`src/hdl/rmeu_ram.sv`:
```
// ----------------------------------------------------------------------------
// rmeu_ram
// Generic single-port RAM with registered read data.
// ----------------------------------------------------------------------------
`default_nettype none

module rmeu_ram #(
    parameter int WIDTH = 32,
    parameter int DEPTH = 16,
    localparam int AW   = $clog2(DEPTH)
) (
    input  wire logic             aclk,
    input  wire logic             we,
    input  wire logic [AW-1:0]    addr,
    input  wire logic [WIDTH-1:0] wdata,
    output logic      [WIDTH-1:0] rdata
);

    logic [WIDTH-1:0] mem_reg [DEPTH];
    logic [WIDTH-1:0] rdata_reg;

    always_ff @(posedge aclk) begin
        if (we) begin
            mem_reg[addr] <= wdata;
        end
        rdata_reg <= mem_reg[addr];
    end

    assign rdata = rdata_reg;

endmodule

`default_nettype wire

```
`config.mk`:
```
export PLATFORM = sky130hd
export DESIGN_NAME = rmeu_ram
export DESIGN_NICKNAME = d
export VERILOG_FILES = /design/src/hdl/rmeu_ram.sv
export SDC_FILE = /design/constraint.sdc
export NUM_CORES = 1
export LEC_CHECK = 0
export BUFFER_PORTS_ARGS = -buffer_cell sky130_fd_sc_hd__buf_2
export CAP_MARGIN = 20
export CORE_MARGIN = 2
export CORE_UTILIZATION = 29
export CTS_BUF_LIST = sky130_fd_sc_hd__clkbuf_4
export DETAILED_ROUTE_END_ITERATION = 10
export GPL_ROUTABILITY_DRIVEN = 0
export PLACE_DENSITY = 0.48
export SETUP_SLACK_MARGIN = 0.1
export SYNTH_ARGS = -nofsm -noshare
export SYNTH_HDL_FRONTEND = slang
export SYNTH_SLANG_ARGS = --single-unit
```
`constraint.sdc`:
```
create_clock -name aclk -period 12.9 [get_ports aclk]
set_input_delay 2.58 -clock aclk [delete_from_list [all_inputs] [get_ports aclk]]
set_output_delay 2.58 -clock aclk [all_outputs]
set_load 0.03 [all_outputs]
```
# ---- Word level (Yosys, flattened, before mapping)
# Memories as Yosys holds them, arrays and structs flattened. A register that Yosys moved wholly into a read port is not among the register bits.
# Index checks and enable logic that the tools add are counted.
dict set report classes {
  add_sub_neg 0
  multipliers 0
  n_div 0
  magnitude_cmp 0
  eq_ne 0
  n_shift 0
  mux 2
  n_bitwise 0
  n_reduce_logical 0
}
# op n
set op_table {}
lappend op_table {{$mux W1} 2}
dict set report word_totals {
  reg_bits 0
  latchBits 0
  ram_bits 512
  mem_bits_ro 0
  in_bits 38
  out_inout_bits 32
  wordCells 3
  memories 1
}
# name words width read_ports rd_ports_with_merged_regs write_ports line_no
set memory_table {}
lappend memory_table {mem_reg 16 32 1 1 1 19} ;# logic [WIDTH-1:0] mem_reg [DEPTH];

# ---- Depth between registers and ports, before layout
dict set report depth {
  depth_word 2
  mapped_depth 6
  mapped_depth_nobuf 3
}

# ---- Worst setup path before layout
# Ideal clock, no wire load.
dict set report synth_timing {
  path_type {input to register}
  start {in addr[1]}
  end {mem mem_reg[0][0] (enable)}
  arrival_ps 5361
  required_time_ps 12439
  setup_slack_ps 7078
  cell_stages 4
  n_path_buf 3
  path_cell_list {buf_2 -> buf_4 -> clkbuf_1 -> nor3_1}
}
# item line_no
set synth_lines {}
lappend synth_lines {{start, declared} 14} ;# input wire logic [AW-1:0] addr,
lappend synth_lines {{end, declared} 19}
# No word-level cell before the write port.

==> qor.txt <==
Final HPWL from detailed placement - 24,800 um
FMAX - 0.231 GHz
Largest net degree at the start of global routing - 66
Worst path max stage delay - 0.71 ns
Number of synthesized flops with an enable pin - 512
Measured slew at the worst slew-check pin - 0.809 ns
Post-layout min period - 4.33 ns
Leak pwr - 7.64 nW
Net count after synthesis - 878
Nets - 1,076
Final Max Slew Viols - 0
Die Ht - 266 um
Clk_skew - 0.0242 ns
Worst-path fanout max - 50
Via density - 4.71
Startpoint types - input pin
Gr usage total - 0.138
VDD IR max - 0.0692 mV
Unrepaired setup endpoints after global routing - false
DR DRC count - 0
TritonCTS clock tree - done
Setup bufs post-CTS - 0
Fin. Hold Viols - 0
Most frequent cell after synthesis - edfxtp_1
Top cell type's share of synthesized area - 0.774
Vias after detailed routing - 9,546
WL/cell - 23.3 um
Pwr Total - 3.79 mW
Crit share post-route - 0.336
Clk root buf - clkbuf_4
Drt pass-1 iters - 5
Yosys cell types - 17
Routed wire length - 47,300 um
Crit Path Class - input pin to flip-flop
Yosys warns - 0
Die area - 70,600 um2
Cts hold-fix bufs - 0
WP data arrival - 5.17 ns
Area leader, netlist - edfxtp_1
H-tree Lvls - 4
Worst hold path type - flip-flop to flip-flop
Final core occ - 0.347
Setup TNS Final - 0 ns
Worst-path cell chain - buf_6, buf_4, buf_4, mux4_2, a22oi_1, nand2_1
Max-cap violations - 0
CTS buffer count - 144
Synth async-reset ratio - 0
Antenna violations before repair - 6
Synth top area cells - edfxtp_1 (77%), mux4_2 (15%), dfxtp_1 (3.2%)
Area delta synth->final - 17.9%
Global-route wire length before repair - 69,300 um
WP data required - 13.74 ns
Vias in the first global route - 10.6k
CTS Sinks - 544
Die Width - 266 um
Core area - 67,500 um2
Initial DRC Count - 703
Gr ovfl total - 0
Max_slew headroom - 0.461
# rows - 95
Max FFs per register - 512
PostCTS Resize Cnt - 0
Avg Synthesized Cell Area - 23.6 um2
Layout cells sized above 1 - 0.421
Sequential-to-total area share from yosys stat - 0.806
Most used cell, CP - buf_4
Register-to-register setup slack - 11.55 ns
Port buffer count - 69
Starting Density - 0.294
Register bit total from synthesis - 544
PwrDens - 162 nW/um2
Crit. End Element - flip-flop
Synth top cells by count - edfxtp_1 (512), mux4_2 (128), a22oi_1 (64)
Mapped Cells - 840
Top-Level Pins - 70
DRT antenna net count - 0
Commonest register cell after synthesis - edfxtp_1
Longest Clk Path Bufs - 3
Clock transition at the registers of the reported paths - 0.07 ns
Non-filler instance count after layout - 2,028
Placed insts - 1,765
Mapped cell area - 19,900 um2
Slowest-stage cell, CP - buf_4
Status - complete, no violations
# setup viols final - 0
Clk Latency, worst-skew pair - 0.97 ns
==> stage by stage <==
step	setup WS (ns)	hold WS [ns]	area, um2
after detailed placement	7.55	0.660	21400
after global placement	7.53	0.656	21400
after CTS	8.56	0.675	23400
after floorplan	7.08	0.635	19900
after global routing	8.50	0.707	23400
final	8.57	0.666	23400
==> kinds of logic (layout without fill, tap and decap cells) <==
| group | after synthesis | in the layout | synth area share |
|---|---|---|---|
| flip-flops | 544 | 544 | 0.806 |
| AO/OA/AOI/OAI | 64 | 64 | 0.0242 |
| multiplexers | 128 | 128 | 0.145 |
| AND/OR/NAND/NOR | 59 | 59 | 0.0127 |
| other | 0 | 5 | 0 |
| buffers and inverters | 45 | 355 | 0.0117 |
==> layer usage <==
layer / track usage / routed length (um)
met2: 0.220 / 23000
met1: 0.177 / 20600
met4: 0.0575 / 823
met3: 0.0403 / 2930
met5: 0 / 24
==> layout make-up <==
| cell class | instances | area [um2] |
|---|---|---|
| Clock buffer | 225 | 1690 |
| Sequential cell | 544 | 16000 |
| Multi-Input combinational cell | 251 | 3750 |
| Tap cell | 873 | 1090 |
| Clock inverter | 33 | 283 |
| Fill cell | 6387 | 44100 |
| Timing Repair Buffer | 97 | 572 |
| Antenna cell | 5 | 12.5 |
==> cells in the final DEF, fill, tap and decap left out <==
| master | n |
|---|---|
| mux4_2 | 128 |
| nor3_2 | 4 |
| buf_2 | 67 |
| dfxtp_1 | 32 |
| nor2_4 | 13 |
| and2_2 | 1 |
| nand2b_1 | 2 |
| bufinv_16 | 6 |
| nand3b_1 | 2 |
| buf_4 | 28 |
| clkbuf_4 | 225 |
| clkinv_1 | 20 |
| nor2b_4 | 2 |
| diode_2 | 5 |
| a22oi_1 | 64 |
| edfxtp_1 | 512 |
| inv_2 | 6 |
| buf_8 | 1 |
| buf_6 | 1 |
| nand2_1 | 33 |
| or3b_2 | 1 |
| clkinv_2 | 1 |
| nand3_1 | 1 |
==> power by group <==
part / internal (mW) / leakage, nW / switching, mW
registers: 1.98 / 4.89 / 0.0122
logic: 0.0694 / 1.56 / 0.124
clock network: 0.909 / 1.18 / 0.700
==> critical path, delay by kind of cell <==
| family | cells | cell delay (ns) |
|---|---|---|
| buffers and inverters | 3 | 1.80 |
| multiplexers | 1 | 0.40 |
| AO/OA/AOI/OAI | 1 | 0.24 |
| AND/OR/NAND/NOR | 1 | 0.07 |
==> worst paths after layout <==
path	from	end	cells past startpoint
min	mem_reg[12][13]	rdata[13]	3
max reg2reg	mem_reg[0][10]	rdata[10]	3
min reg2reg	mem_reg[12][13]	rdata[13]	3
max	addr[1]	rdata[11]	6
No activity file was read; power rests on OpenSTA's default activity.
