### src/hdl/rmeu_pkg.sv
// ----------------------------------------------------------------------------
// rmeu_pkg
// Shared types and constants of the register machine execute unit.
// ----------------------------------------------------------------------------
`default_nettype none

package rmeu_pkg;

    localparam int DATA_W = 32;
    localparam int CNT_W  = 5;
    localparam int IDX_W  = 4;
    localparam int LINE_W = 16;

    localparam logic [DATA_W-1:0] MOST_NEG = 32'h8000_0000;

    // status codes of a result
    localparam logic [2:0] ST_OK      = 3'd0;
    localparam logic [2:0] ST_BELOW   = 3'd1;
    localparam logic [2:0] ST_BEYOND  = 3'd2;
    localparam logic [2:0] ST_DIVZERO = 3'd3;
    localparam logic [2:0] ST_PASTEND = 3'd4;

    // configuration register indexes
    localparam logic [0:0] CFG_DATA_BASE = 1'b0;
    localparam logic [0:0] CFG_LAST_LINE = 1'b1;

    typedef enum logic [3:0] {
        OP_LDI   = 4'd0,
        OP_MOVE  = 4'd1,
        OP_LDMEM = 4'd2,
        OP_STI   = 4'd3,
        OP_STMEM = 4'd4,
        OP_ADD   = 4'd5,
        OP_SUB   = 4'd6,
        OP_MUL   = 4'd7,
        OP_DIV   = 4'd8,
        OP_JMP   = 4'd9,
        OP_JZ    = 4'd10,
        OP_JNZ   = 4'd11,
        OP_JGZ   = 4'd12,
        OP_JGEZ  = 4'd13,
        OP_JLZ   = 4'd14,
        OP_JLEZ  = 4'd15
    } op_t;

    typedef enum logic [1:0] {
        ALU_ADD = 2'd0,
        ALU_SUB = 2'd1,
        ALU_MUL = 2'd2,
        ALU_DIV = 2'd3
    } alu_op_t;

    typedef struct packed {
        logic    start;
        alu_op_t op;
    } alu_req_t;

    typedef struct packed {
        logic              busy;
        logic              done;
        logic [DATA_W-1:0] result;
    } alu_rsp_t;

endpackage

`default_nettype wire

### src/hdl/rmeu_alu.sv
// ----------------------------------------------------------------------------
// rmeu_alu
// Shared arithmetic unit: one 33-bit adder used for add, subtract,
// shift-add multiply and restoring signed divide, one bit per cycle.
// ----------------------------------------------------------------------------
`default_nettype none

module rmeu_alu import rmeu_pkg::*; (
    input  wire logic              aclk,
    input  wire logic              aresetn,
    input  wire alu_req_t          req,
    input  wire logic [DATA_W-1:0] opa,
    input  wire logic [DATA_W-1:0] opb,
    output alu_rsp_t               rsp
);

    typedef enum logic [2:0] {
        A_IDLE,
        A_ONE,
        A_ABS_A,
        A_ABS_B,
        A_ITER,
        A_FIX
    } alu_state_t;

    alu_state_t        state_reg;
    alu_op_t           op_reg;
    logic [DATA_W-1:0] x_reg;
    logic [DATA_W-1:0] y_reg;
    logic [DATA_W-1:0] acc_reg;
    logic [CNT_W-1:0]  cnt_reg;
    logic              neg_reg;
    logic              done_reg;
    logic [DATA_W-1:0] result_reg;

    logic [DATA_W-1:0] add_p;
    logic [DATA_W-1:0] add_q;
    logic              add_sub;
    logic [DATA_W:0]   add_sum;

    // operand selection for the one shared adder
    always_comb begin
        add_p   = x_reg;
        add_q   = y_reg;
        add_sub = 1'b0;
        case (state_reg)
            A_ONE: begin
                add_sub = (op_reg == ALU_SUB);
            end
            A_ABS_A: begin
                add_p   = '0;
                add_q   = x_reg;
                add_sub = 1'b1;
            end
            A_ABS_B: begin
                add_p   = '0;
                add_q   = y_reg;
                add_sub = 1'b1;
            end
            A_ITER: begin
                if (op_reg == ALU_DIV) begin
                    // remainder stays below the divisor, so no bit is lost
                    add_p   = {acc_reg[DATA_W-2:0], x_reg[DATA_W-1]};
                    add_q   = y_reg;
                    add_sub = 1'b1;
                end else begin
                    add_p = acc_reg;
                    add_q = x_reg;
                end
            end
            A_FIX: begin
                add_p   = '0;
                add_q   = x_reg;
                add_sub = 1'b1;
            end
            default: begin
                add_sub = 1'b0;
            end
        endcase
        add_sum = {1'b0, add_p} + {1'b0, (add_sub ? ~add_q : add_q)}
                + {{DATA_W{1'b0}}, add_sub};
    end

    always_ff @(posedge aclk) begin
        if (!aresetn) begin
            state_reg <= A_IDLE;
            done_reg  <= 1'b0;
        end else begin
            case (state_reg)
                A_IDLE: begin
                    done_reg <= 1'b0;
                    if (req.start) begin
                        op_reg  <= req.op;
                        x_reg   <= opa;
                        y_reg   <= opb;
                        acc_reg <= '0;
                        cnt_reg <= '0;
                        neg_reg <= opa[DATA_W-1] ^ opb[DATA_W-1];
                        case (req.op)
                            ALU_MUL: state_reg <= A_ITER;
                            ALU_DIV: state_reg <= A_ABS_A;
                            default: state_reg <= A_ONE;
                        endcase
                    end
                end
                A_ONE: begin
                    result_reg <= add_sum[DATA_W-1:0];
                    done_reg   <= 1'b1;
                    state_reg  <= A_IDLE;
                end
                A_ABS_A: begin
                    if (x_reg[DATA_W-1]) begin
                        x_reg <= add_sum[DATA_W-1:0];
                    end
                    state_reg <= A_ABS_B;
                end
                A_ABS_B: begin
                    if (y_reg[DATA_W-1]) begin
                        y_reg <= add_sum[DATA_W-1:0];
                    end
                    state_reg <= A_ITER;
                end
                A_ITER: begin
                    cnt_reg <= cnt_reg + 1'b1;
                    if (op_reg == ALU_DIV) begin
                        // carry out set means no borrow: quotient bit is one
                        if (add_sum[DATA_W]) begin
                            acc_reg <= add_sum[DATA_W-1:0];
                        end else begin
                            acc_reg <= add_p;
                        end
                        x_reg <= {x_reg[DATA_W-2:0], add_sum[DATA_W]};
                        if (cnt_reg == CNT_W'(DATA_W - 1)) begin
                            state_reg <= A_FIX;
                        end
                    end else begin
                        if (y_reg[0]) begin
                            acc_reg <= add_sum[DATA_W-1:0];
                        end
                        x_reg <= {x_reg[DATA_W-2:0], 1'b0};
                        y_reg <= {1'b0, y_reg[DATA_W-1:1]};
                        if (cnt_reg == CNT_W'(DATA_W - 1)) begin
                            result_reg <= y_reg[0] ? add_sum[DATA_W-1:0] : acc_reg;
                            done_reg   <= 1'b1;
                            state_reg  <= A_IDLE;
                        end
                    end
                end
                A_FIX: begin
                    result_reg <= neg_reg ? add_sum[DATA_W-1:0] : x_reg;
                    done_reg   <= 1'b1;
                    state_reg  <= A_IDLE;
                end
                default: begin
                    done_reg  <= 1'b0;
                    state_reg <= A_IDLE;
                end
            endcase
        end
    end

    assign rsp.busy   = (state_reg != A_IDLE);
    assign rsp.done   = done_reg;
    assign rsp.result = result_reg;

endmodule

`default_nettype wire

### config.mk
export PLATFORM = sky130hd
export DESIGN_NAME = rmeu_alu
export DESIGN_NICKNAME = d
export VERILOG_FILES = /design/src/hdl/rmeu_pkg.sv /design/src/hdl/rmeu_alu.sv
export SDC_FILE = /design/constraint.sdc
export NUM_CORES = 1
export LEC_CHECK = 0
export ABC_CLOCK_PERIOD_IN_PS = 14250
export BUFFER_PORTS_ARGS = -buffer_cell sky130_fd_sc_hd__buf_2
export CAP_MARGIN = 5
export CORE_MARGIN = 2
export CORE_UTILIZATION = 35
export DETAILED_ROUTE_END_ITERATION = 7
export PLACE_DENSITY_LB_ADDON = 0.1
export SLEW_MARGIN = 0
export SYNTH_ARGS = -nofsm -noshare
export SYNTH_HDL_FRONTEND = slang
export SYNTH_SLANG_ARGS = --single-unit
### constraint.sdc
create_clock -name aclk -period 14.25 [get_ports aclk]
set_input_delay 0 -clock aclk [delete_from_list [all_inputs] [get_ports aclk]]
set_output_delay 0 -clock aclk [all_outputs]
set_load 0.01 [all_outputs]
# --- Yosys cells after proc, flatten, opt, wreduce, memory -nomap -nowiden ---
# Index checks and enable logic that the tools add are counted.
classes:
  addsub: 3
  n_mul: 0
  n_div: 0
  n_lt_le_gt_ge: 0
  eq_ne: 15
  shift: 0
  muxes: 35
  bitwise: 3
  reduce_logical: 19
ops:
  columns: ["op", "count"]
  rows:
  - ["32-bit two-way mux", 15]
  - ["32-bit case mux with 3 select lines", 3]
  - ["32-bit case mux with 2 select lines", 3]
  - ["32-bit by 32-bit adder with 33-bit output", 1]
  - ["33-bit by 1-bit adder with 33-bit output", 1]
  - ["32-bit inverter", 1]
  - ["3-bit two-way mux", 4]
  - ["3-bit case mux with 4 select lines", 1]
  - ["3-bit AND reduction", 4]
  - ["4-bit AND reduction", 3]
  - ["3-bit nonzero test", 4]
  - ["2-bit != test, second input constant", 5]
  - ["5-bit case mux with 2 select lines", 1]
  - ["2-bit == test, second input constant", 3]
  - ["3-bit by 2-bit == test with 1-bit output, second input constant", 2]
  - ["3-bit == test, second input constant", 2]
  - ["1-bit case mux with 3 select lines", 2]
  - ["3-bit case mux with 2 select lines", 1]
  - ["2-bit OR reduction", 3]
  - ["5-bit by 1-bit adder with 5-bit output, second input constant", 1]
  - ["5-bit == test, second input constant", 1]
  - ["5-bit two-way mux", 1]
  - ["5-bit AND reduction", 1]
  - ["1-bit two-way mux", 4]
  - ["other kinds (8)", 8]
totals:
  ff_bits: 140
  latchBits: 0
  ramBits: 0
  rom_bits: 0
  input_bits: 69
  output_inout_bits: 34
  word_cells: 86
  memories: 0

# --- Logic depth before layout (Yosys ltp) ---
depth:
  depth_word: 11
  ltp_mapped: 21
  depth_no_buf: 17

# --- Worst setup path before layout ---
# Ideal clock, no wire load.
synth_path:
  kind: "reg2reg"
  startpoint: "register state_reg[2]"
  endpoint: "register acc_reg[18] (data pin)"
  setup_ns: 0.276
  arrival_ns: 4.295
  setup_slack_ns: 9.680
  stages_incl_launch_ff: 22
  cell_sequence: "dfxtp_1 -> buf_2 -> buf_1 -> nand2_1 -> a21oi_1 -> nor2_1 -> buf_1 -> mux2i_1 -> xnor2_1 -> ha_1 -> buf_2 -> a21oi_2 -> o21ai_1 -> a2111oi_0 -> a21oi_1 -> o41ai_2 -> o21a_1 -> buf_4 -> buf_4 -> nor2_1 -> a211oi_1 -> a211oi_1"
synth_between:
  elab_chain_cells: 10
  word_cells_on_any_way: 19
  cone_classes: "add/sub (2); eq/ne (5); mux (8); bitwise (1); reduce/logical (3)"
synth_lines:
  columns: ["element", "line_no", "source"]
  rows:
  - ["from (decl)", "rmeu_alu.sv:26", "alu_state_t state_reg;"]
  - ["from (signal assigned)", "rmeu_alu.sv:86", "state_reg <= A_IDLE;"]
  - ["from (signal assigned)", "rmeu_alu.sv:100", "ALU_MUL: state_reg <= A_ITER;"]
  - ["from (signal assigned)", "rmeu_alu.sv:101", "ALU_DIV: state_reg <= A_ABS_A;"]
  - ["3-bit by 2-bit == test with 1-bit output / 3-bit == test (equally long branches)", "rmeu_alu.sv:46", "case (state_reg)"]
  - ["2-bit OR reduction (no source line)", null, null]
  - ["32-bit case mux with 2 select lines", "rmeu_alu.sv:46", null]
  - ["32-bit inverter", "rmeu_alu.sv:80", "add_sum = {1'b0, add_p} + {1'b0, (add_sub ? ~add_q : add_q)}"]
  - ["32-bit two-way mux", "rmeu_alu.sv:80", null]
  - ["32-bit by 32-bit adder with 33-bit output", "rmeu_alu.sv:80", null]
  - ["33-bit by 1-bit adder with 33-bit output", "rmeu_alu.sv:81", "+ {{DATA_W{1'b0}}, add_sub};"]
  - ["32-bit two-way mux (on tied branches)", "rmeu_alu.sv:137, rmeu_alu.sv:127", null]
  - ["32-bit two-way mux", "rmeu_alu.sv:125", "if (op_reg == ALU_DIV) begin"]
  - ["32-bit case mux with 2 select lines *", "rmeu_alu.sv:89", "case (state_reg)"]
  - ["to (signal assigned)", "rmeu_alu.sv:128", "acc_reg <= add_sum[DATA_W-1:0];"]
  - ["to (signal assigned)", "rmeu_alu.sv:130", "acc_reg <= add_p;"]
  - ["to (signal assigned)", "rmeu_alu.sv:138", "acc_reg <= add_sum[DATA_W-1:0];"]
  - ["to (decl)", "rmeu_alu.sv:30", "logic [DATA_W-1:0] acc_reg;"]
# Mark *: on every way between the ends. The rest lies on a longest branch, timed or not.
# A chain may end at the register's enable or synchronous reset.

# --- Worst setup path after layout ---
layout_path:
  startpoint: "register state_reg[1]"
  endpoint: "register acc_reg[25] (data pin)"
# Same word-level chain as after synthesis.

==> flow_results.xml <==
<?xml version="1.0" encoding="UTF-8"?>
<metrics>
  <group name="setup_path">
    <metric name="timing.critical_path.required" unit="ns">14.42</metric>
    <metric name="timing.critical_path.fanout_max" unit="">21</metric>
    <metric name="cp-endpoint" unit="">acc_reg[25]</metric>
    <metric name="regToRegEndpoint" unit="">acc_reg[25]</metric>
    <metric name="crit_path_start" unit="">state_reg[1]</metric>
    <metric name="crit_type" unit="">flip-flop to flip-flop</metric>
    <metric name="launching_point_of_the_worst_reg2reg_path" unit="">state_reg[1]</metric>
    <metric name="worstSetupEndpointType" unit="">flip-flop</metric>
    <metric name="rr_worst_depth" unit="">20</metric>
    <metric name="regToRegSetupSlack" unit="ns">7.68</metric>
    <metric name="critical_path_source_type" unit="">flip-flop</metric>
    <metric name="crit_arrival" unit="ns">6.74</metric>
  </group>
  <group name="sta">
    <metric name="final_min_period_over_clock_period" unit="">0.461</metric>
    <metric name="clock-skew-final" unit="ns">0.0140</metric>
    <metric name="timing.final.hold_violations" unit="">0</metric>
    <metric name="count_of_endpoints_failing_setup_in_the_final_report" unit="">0</metric>
    <metric name="worst-slew-pin-transition" unit="ns">1.18</metric>
    <metric name="setup-tns-final" unit="ns">0</metric>
    <metric name="post-route-worst-setup-slack" unit="ns">7.68</metric>
    <metric name="grt_setup_unrepaired" unit="">no</metric>
    <metric name="timing.slew.headroom" unit="">0.212</metric>
    <metric name="fmaxAchievable" unit="MHz">152</metric>
    <metric name="fin_crit_period" unit="ns">6.57</metric>
    <metric name="report.final.slew_viol_count" unit="">0</metric>
  </group>
  <group name="clocking">
    <metric name="cts.root.buffer_cell" unit="">sky130_fd_sc_hd__clkbuf_16</metric>
    <metric name="clkSlewWorstSetupHoldPaths" unit="ns">0.07</metric>
    <metric name="cts_tree" unit="">built</metric>
    <metric name="postCtsHoldBufs" unit="">68</metric>
    <metric name="worstSkewPairLatency" unit="ns">0.45</metric>
    <metric name="ctsResizeCount" unit="">0</metric>
    <metric name="post_cts_setup_inserts" unit="">0</metric>
    <metric name="cts_made_buffers" unit="">17</metric>
    <metric name="clock_sinks" unit="">140</metric>
    <metric name="clk_path_buf_depth" unit="">2</metric>
    <metric name="ctsHtreeMaxLevel" unit="">4</metric>
  </group>
  <group name="cells_and_area">
    <metric name="final_layout_size_suffix_gt1_frac" unit="">0.148</metric>
    <metric name="filler_cell_count" unit="">3004</metric>
    <metric name="insertedDiodeCount" unit="">0</metric>
    <metric name="syn2layout_area_growth" unit="%">20.1</metric>
    <metric name="fin_util" unit="">0.426</metric>
    <metric name="nets" unit="">1348</metric>
  </group>
  <group name="die">
    <metric name="floorplan.die.height" unit="um">177</metric>
    <metric name="start_util" unit="">0.355</metric>
    <metric name="ioPinCount" unit="">103</metric>
    <metric name="core_area" unit="um^2">29600</metric>
    <metric name="die_x" unit="um">177</metric>
    <metric name="floorplan.rows" unit="">63</metric>
    <metric name="design.die.area" unit="um^2">31400</metric>
  </group>
  <group name="yosys">
    <metric name="post_synth_instance_area" unit="um^2">10500</metric>
    <metric name="synth_cell_type_count" unit="">80</metric>
    <metric name="synth_area_per_cell" unit="um^2">9.44</metric>
    <metric name="yosys_warnings" unit="">0</metric>
    <metric name="ys.flop_type" unit="">sky130_fd_sc_hd__edfxtp_1</metric>
    <metric name="async_flop_share" unit="">0</metric>
    <metric name="synthesized_flop_and_latch_total" unit="">140</metric>
    <metric name="yosysSeqAreaShare" unit="">0.396</metric>
    <metric name="synth.net_count" unit="">1219</metric>
    <metric name="count_of_flip_flops_with_a_built_in_enable_after_synthesis" unit="">136</metric>
    <metric name="netlist_instances" unit="">1113</metric>
  </group>
  <group name="detailed_routing">
    <metric name="drt-total-wl" unit="um">38300</metric>
    <metric name="drt_iter0_drc" unit="">1248</metric>
    <metric name="dr_total_vias" unit="">9747</metric>
    <metric name="route.antenna.remaining_nets" unit="">0</metric>
    <metric name="drt-vias-per-instance" unit="">5.93</metric>
    <metric name="drt_pass1_iterations" unit="">6</metric>
    <metric name="detail_route.wl_per_cell" unit="um">23.3</metric>
    <metric name="post-route-drc-count" unit="">0</metric>
  </group>
  <group name="place">
    <metric name="gp_congestion" unit="">0.941</metric>
    <metric name="pre_cts_slack" unit="ns">7.82</metric>
    <metric name="io_buffers" unit="">102</metric>
    <metric name="dpl.hpwl" unit="um">25900</metric>
  </group>
  <group name="grt">
    <metric name="first_pass_grt_wire_length" unit="um">58000</metric>
    <metric name="number_of_global_route_vias_before_repair" unit="">9292</metric>
    <metric name="number_of_antenna_violations_at_the_first_check_in_global_routing" unit="">0</metric>
    <metric name="gr-usage-all-layers" unit="">0.245</metric>
    <metric name="gr-total-overflow" unit="">0</metric>
    <metric name="grt_max_degree" unit="">85</metric>
  </group>
  <group name="pwr">
    <metric name="power_density" unit="nW/um^2">141</metric>
    <metric name="power.static_leakage" unit="nW">5.06</metric>
    <metric name="ir_worst_vdd" unit="uV">69.9</metric>
    <metric name="power" unit="mW">1.78</metric>
  </group>
  <group name="run_status">
    <metric name="outcome" unit="">finished clean</metric>
  </group>
  <group name="min_path">
    <metric name="worst_hold_path_type" unit="">primary input to flip-flop</metric>
  </group>
  <group name="job">
    <metric name="timing.max_cap.violations" unit="">0</metric>
  </group>
</metrics>
[cells by family after synthesis]
| kind of cell | count (synthesis) | share of synthesized area |
|---|---|---|
| AND/OR/NAND/NOR | 263 | 0.112 |
| buffers and inverters | 121 | 0.0475 |
| AO/OA/AOI/OAI | 408 | 0.266 |
| flip-flops | 140 | 0.396 |
| XOR/XNOR | 65 | 0.0563 |
| adder cells (fa/ha/maj) | 37 | 0.0448 |
| multiplexers | 79 | 0.0766 |
[report_power, final]
part / switching, mW / total, mW / internal (mW)
clock: 0.186 / 0.457 / 0.271
combinational: 0.511 / 0.791 / 0.280
sequential: 0.0252 / 0.534 / 0.509
total: 0.722 / 1.78 / 1.06
[metrics by stage]
stage | hold WS, ns | cells | instance area [um^2]
floorplan | 0.0989 | 1113 | 10500
global placement | 0.244 | 1545 | 11400
detailed placement | 0.228 | 1545 | 11400
CTS | 0.314 | 1644 | 12600
global route | 0.339 | 1644 | 12600
finish | 0.329 | 1644 | 12600
[worst max-delay path: stages, from the launching register on]
cell and delay, ns:
sky130_fd_sc_hd__dfxtp_1 0.80, sky130_fd_sc_hd__inv_1 0.28, sky130_fd_sc_hd__nand2_1 0.12, sky130_fd_sc_hd__buf_4 0.32, sky130_fd_sc_hd__a21oi_1 0.12, sky130_fd_sc_hd__nor2_4 0.48, sky130_fd_sc_hd__buf_4 0.50, sky130_fd_sc_hd__mux2i_1 0.28
sky130_fd_sc_hd__xnor2_1 0.17, sky130_fd_sc_hd__inv_1 0.09, sky130_fd_sc_hd__fa_1 0.42, sky130_fd_sc_hd__nand2b_1 0.18, sky130_fd_sc_hd__a21oi_1 0.21, sky130_fd_sc_hd__o21ai_1 0.21, sky130_fd_sc_hd__a21oi_1 0.31, sky130_fd_sc_hd__o41ai_2 0.13
sky130_fd_sc_hd__o21ai_1 0.83, sky130_fd_sc_hd__buf_4 0.37, sky130_fd_sc_hd__nor2_1 0.13, sky130_fd_sc_hd__a22oi_1 0.21, sky130_fd_sc_hd__o21ai_0 0.10
[worst min-delay path by stage]
stage,from,endpoint,cells after the start,slack (ns)
after floorplan,req[0],op_reg[0],0,0.1
after global placement,req[1],op_reg[1],1,0.24
after detailed placement,req[0],op_reg[0],1,0.23
after CTS,req[0],op_reg[0],2,0.31
after global routing,req[0],op_reg[0],2,0.34
final,req[0],op_reg[0],2,0.33
[layer usage]
metal  global-route usage  part of all wire
met2                0.386              0.45
met4               0.0570             0.016
met1                0.348              0.46
met3               0.0457             0.073
met5                    0                 0
[cell usage after synthesis (5+ instances only)]
library cell               number  share of area
sky130_fd_sc_hd__o22ai_1        8         0.0048
sky130_fd_sc_hd__a21oi_1       63          0.030
sky130_fd_sc_hd__inv_1         39          0.014
sky130_fd_sc_hd__buf_1         13         0.0046
sky130_fd_sc_hd__and3_1        10         0.0060
sky130_fd_sc_hd__nor2b_1        7         0.0042
sky130_fd_sc_hd__nand2_1      130          0.046
sky130_fd_sc_hd__clkbuf_1      53          0.019
sky130_fd_sc_hd__a22oi_1       62          0.044
sky130_fd_sc_hd__and2_1         9         0.0054
sky130_fd_sc_hd__a211oi_1      21          0.015
sky130_fd_sc_hd__nor3_1        11         0.0052
sky130_fd_sc_hd__buf_4          5         0.0036
sky130_fd_sc_hd__a31oi_1       14         0.0083
sky130_fd_sc_hd__nand2b_1       6         0.0036
sky130_fd_sc_hd__nand3_1       16         0.0076
sky130_fd_sc_hd__o31a_1         5         0.0042
sky130_fd_sc_hd__mux2i_1       73          0.070
sky130_fd_sc_hd__o21ai_0      106          0.050
sky130_fd_sc_hd__o21a_1         5         0.0036
sky130_fd_sc_hd__o21ai_1        5         0.0024
sky130_fd_sc_hd__nor2_1        51          0.018
sky130_fd_sc_hd__xnor2_1       50          0.042
sky130_fd_sc_hd__a222oi_1      22          0.021
sky130_fd_sc_hd__a21o_1        18          0.013
sky130_fd_sc_hd__xor2_1        12          0.010
sky130_fd_sc_hd__ha_1          36          0.043
sky130_fd_sc_hd__buf_2          9         0.0043
sky130_fd_sc_hd__o211ai_1      11         0.0079
sky130_fd_sc_hd__or2_2          5         0.0030
sky130_fd_sc_hd__o221ai_1      17          0.014
sky130_fd_sc_hd__edfxtp_1     136           0.39
[placed cells by master, fill, tap and decap left out, types with 4 or more instances in the layout]
master	count
sky130_fd_sc_hd__nand4_1	4
sky130_fd_sc_hd__ha_1	36
sky130_fd_sc_hd__nand2_1	129
sky130_fd_sc_hd__nor3_1	10
sky130_fd_sc_hd__nor2b_1	7
sky130_fd_sc_hd__and2_1	9
sky130_fd_sc_hd__a222oi_1	22
sky130_fd_sc_hd__a211oi_1	21
sky130_fd_sc_hd__edfxtp_1	136
sky130_fd_sc_hd__o22ai_1	8
sky130_fd_sc_hd__a31oi_1	14
sky130_fd_sc_hd__buf_2	102
sky130_fd_sc_hd__o21ai_0	106
sky130_fd_sc_hd__a21o_1	18
sky130_fd_sc_hd__clkbuf_16	17
sky130_fd_sc_hd__mux2_2	4
sky130_fd_sc_hd__inv_1	39
sky130_fd_sc_hd__nand3_1	15
sky130_fd_sc_hd__o21ai_1	5
sky130_fd_sc_hd__clkinv_2	5
sky130_fd_sc_hd__a21oi_1	63
sky130_fd_sc_hd__or2_2	5
sky130_fd_sc_hd__and3_1	10
sky130_fd_sc_hd__buf_4	22
sky130_fd_sc_hd__o221ai_1	17
sky130_fd_sc_hd__nand2b_1	6
sky130_fd_sc_hd__o21bai_1	4
sky130_fd_sc_hd__nor2_1	49
sky130_fd_sc_hd__o21a_1	5
sky130_fd_sc_hd__o211ai_1	11
sky130_fd_sc_hd__dlygate4sd3_1	68
sky130_fd_sc_hd__xor2_1	12
sky130_fd_sc_hd__mux2i_1	73
sky130_fd_sc_hd__dfxtp_1	4
sky130_fd_sc_hd__xnor2_1	49
sky130_fd_sc_hd__a22oi_1	62
sky130_fd_sc_hd__o31a_1	4
[cell type report]
type | count | area, um^2 | share of cell area
flip-flops and latches | 140 | 4160 | 0.330
repair buffers | 192 | 1360 | 0.107
inverters | 39 | 146 | 0.0116
clock inverters | 11 | 126 | 0.0100
well taps | 390 | 488 | 0.0387
multi-input cells | 852 | 5900 | 0.468
clock buffers | 20 | 437 | 0.0346
Note: power is estimated with default switching activity, not from simulation.
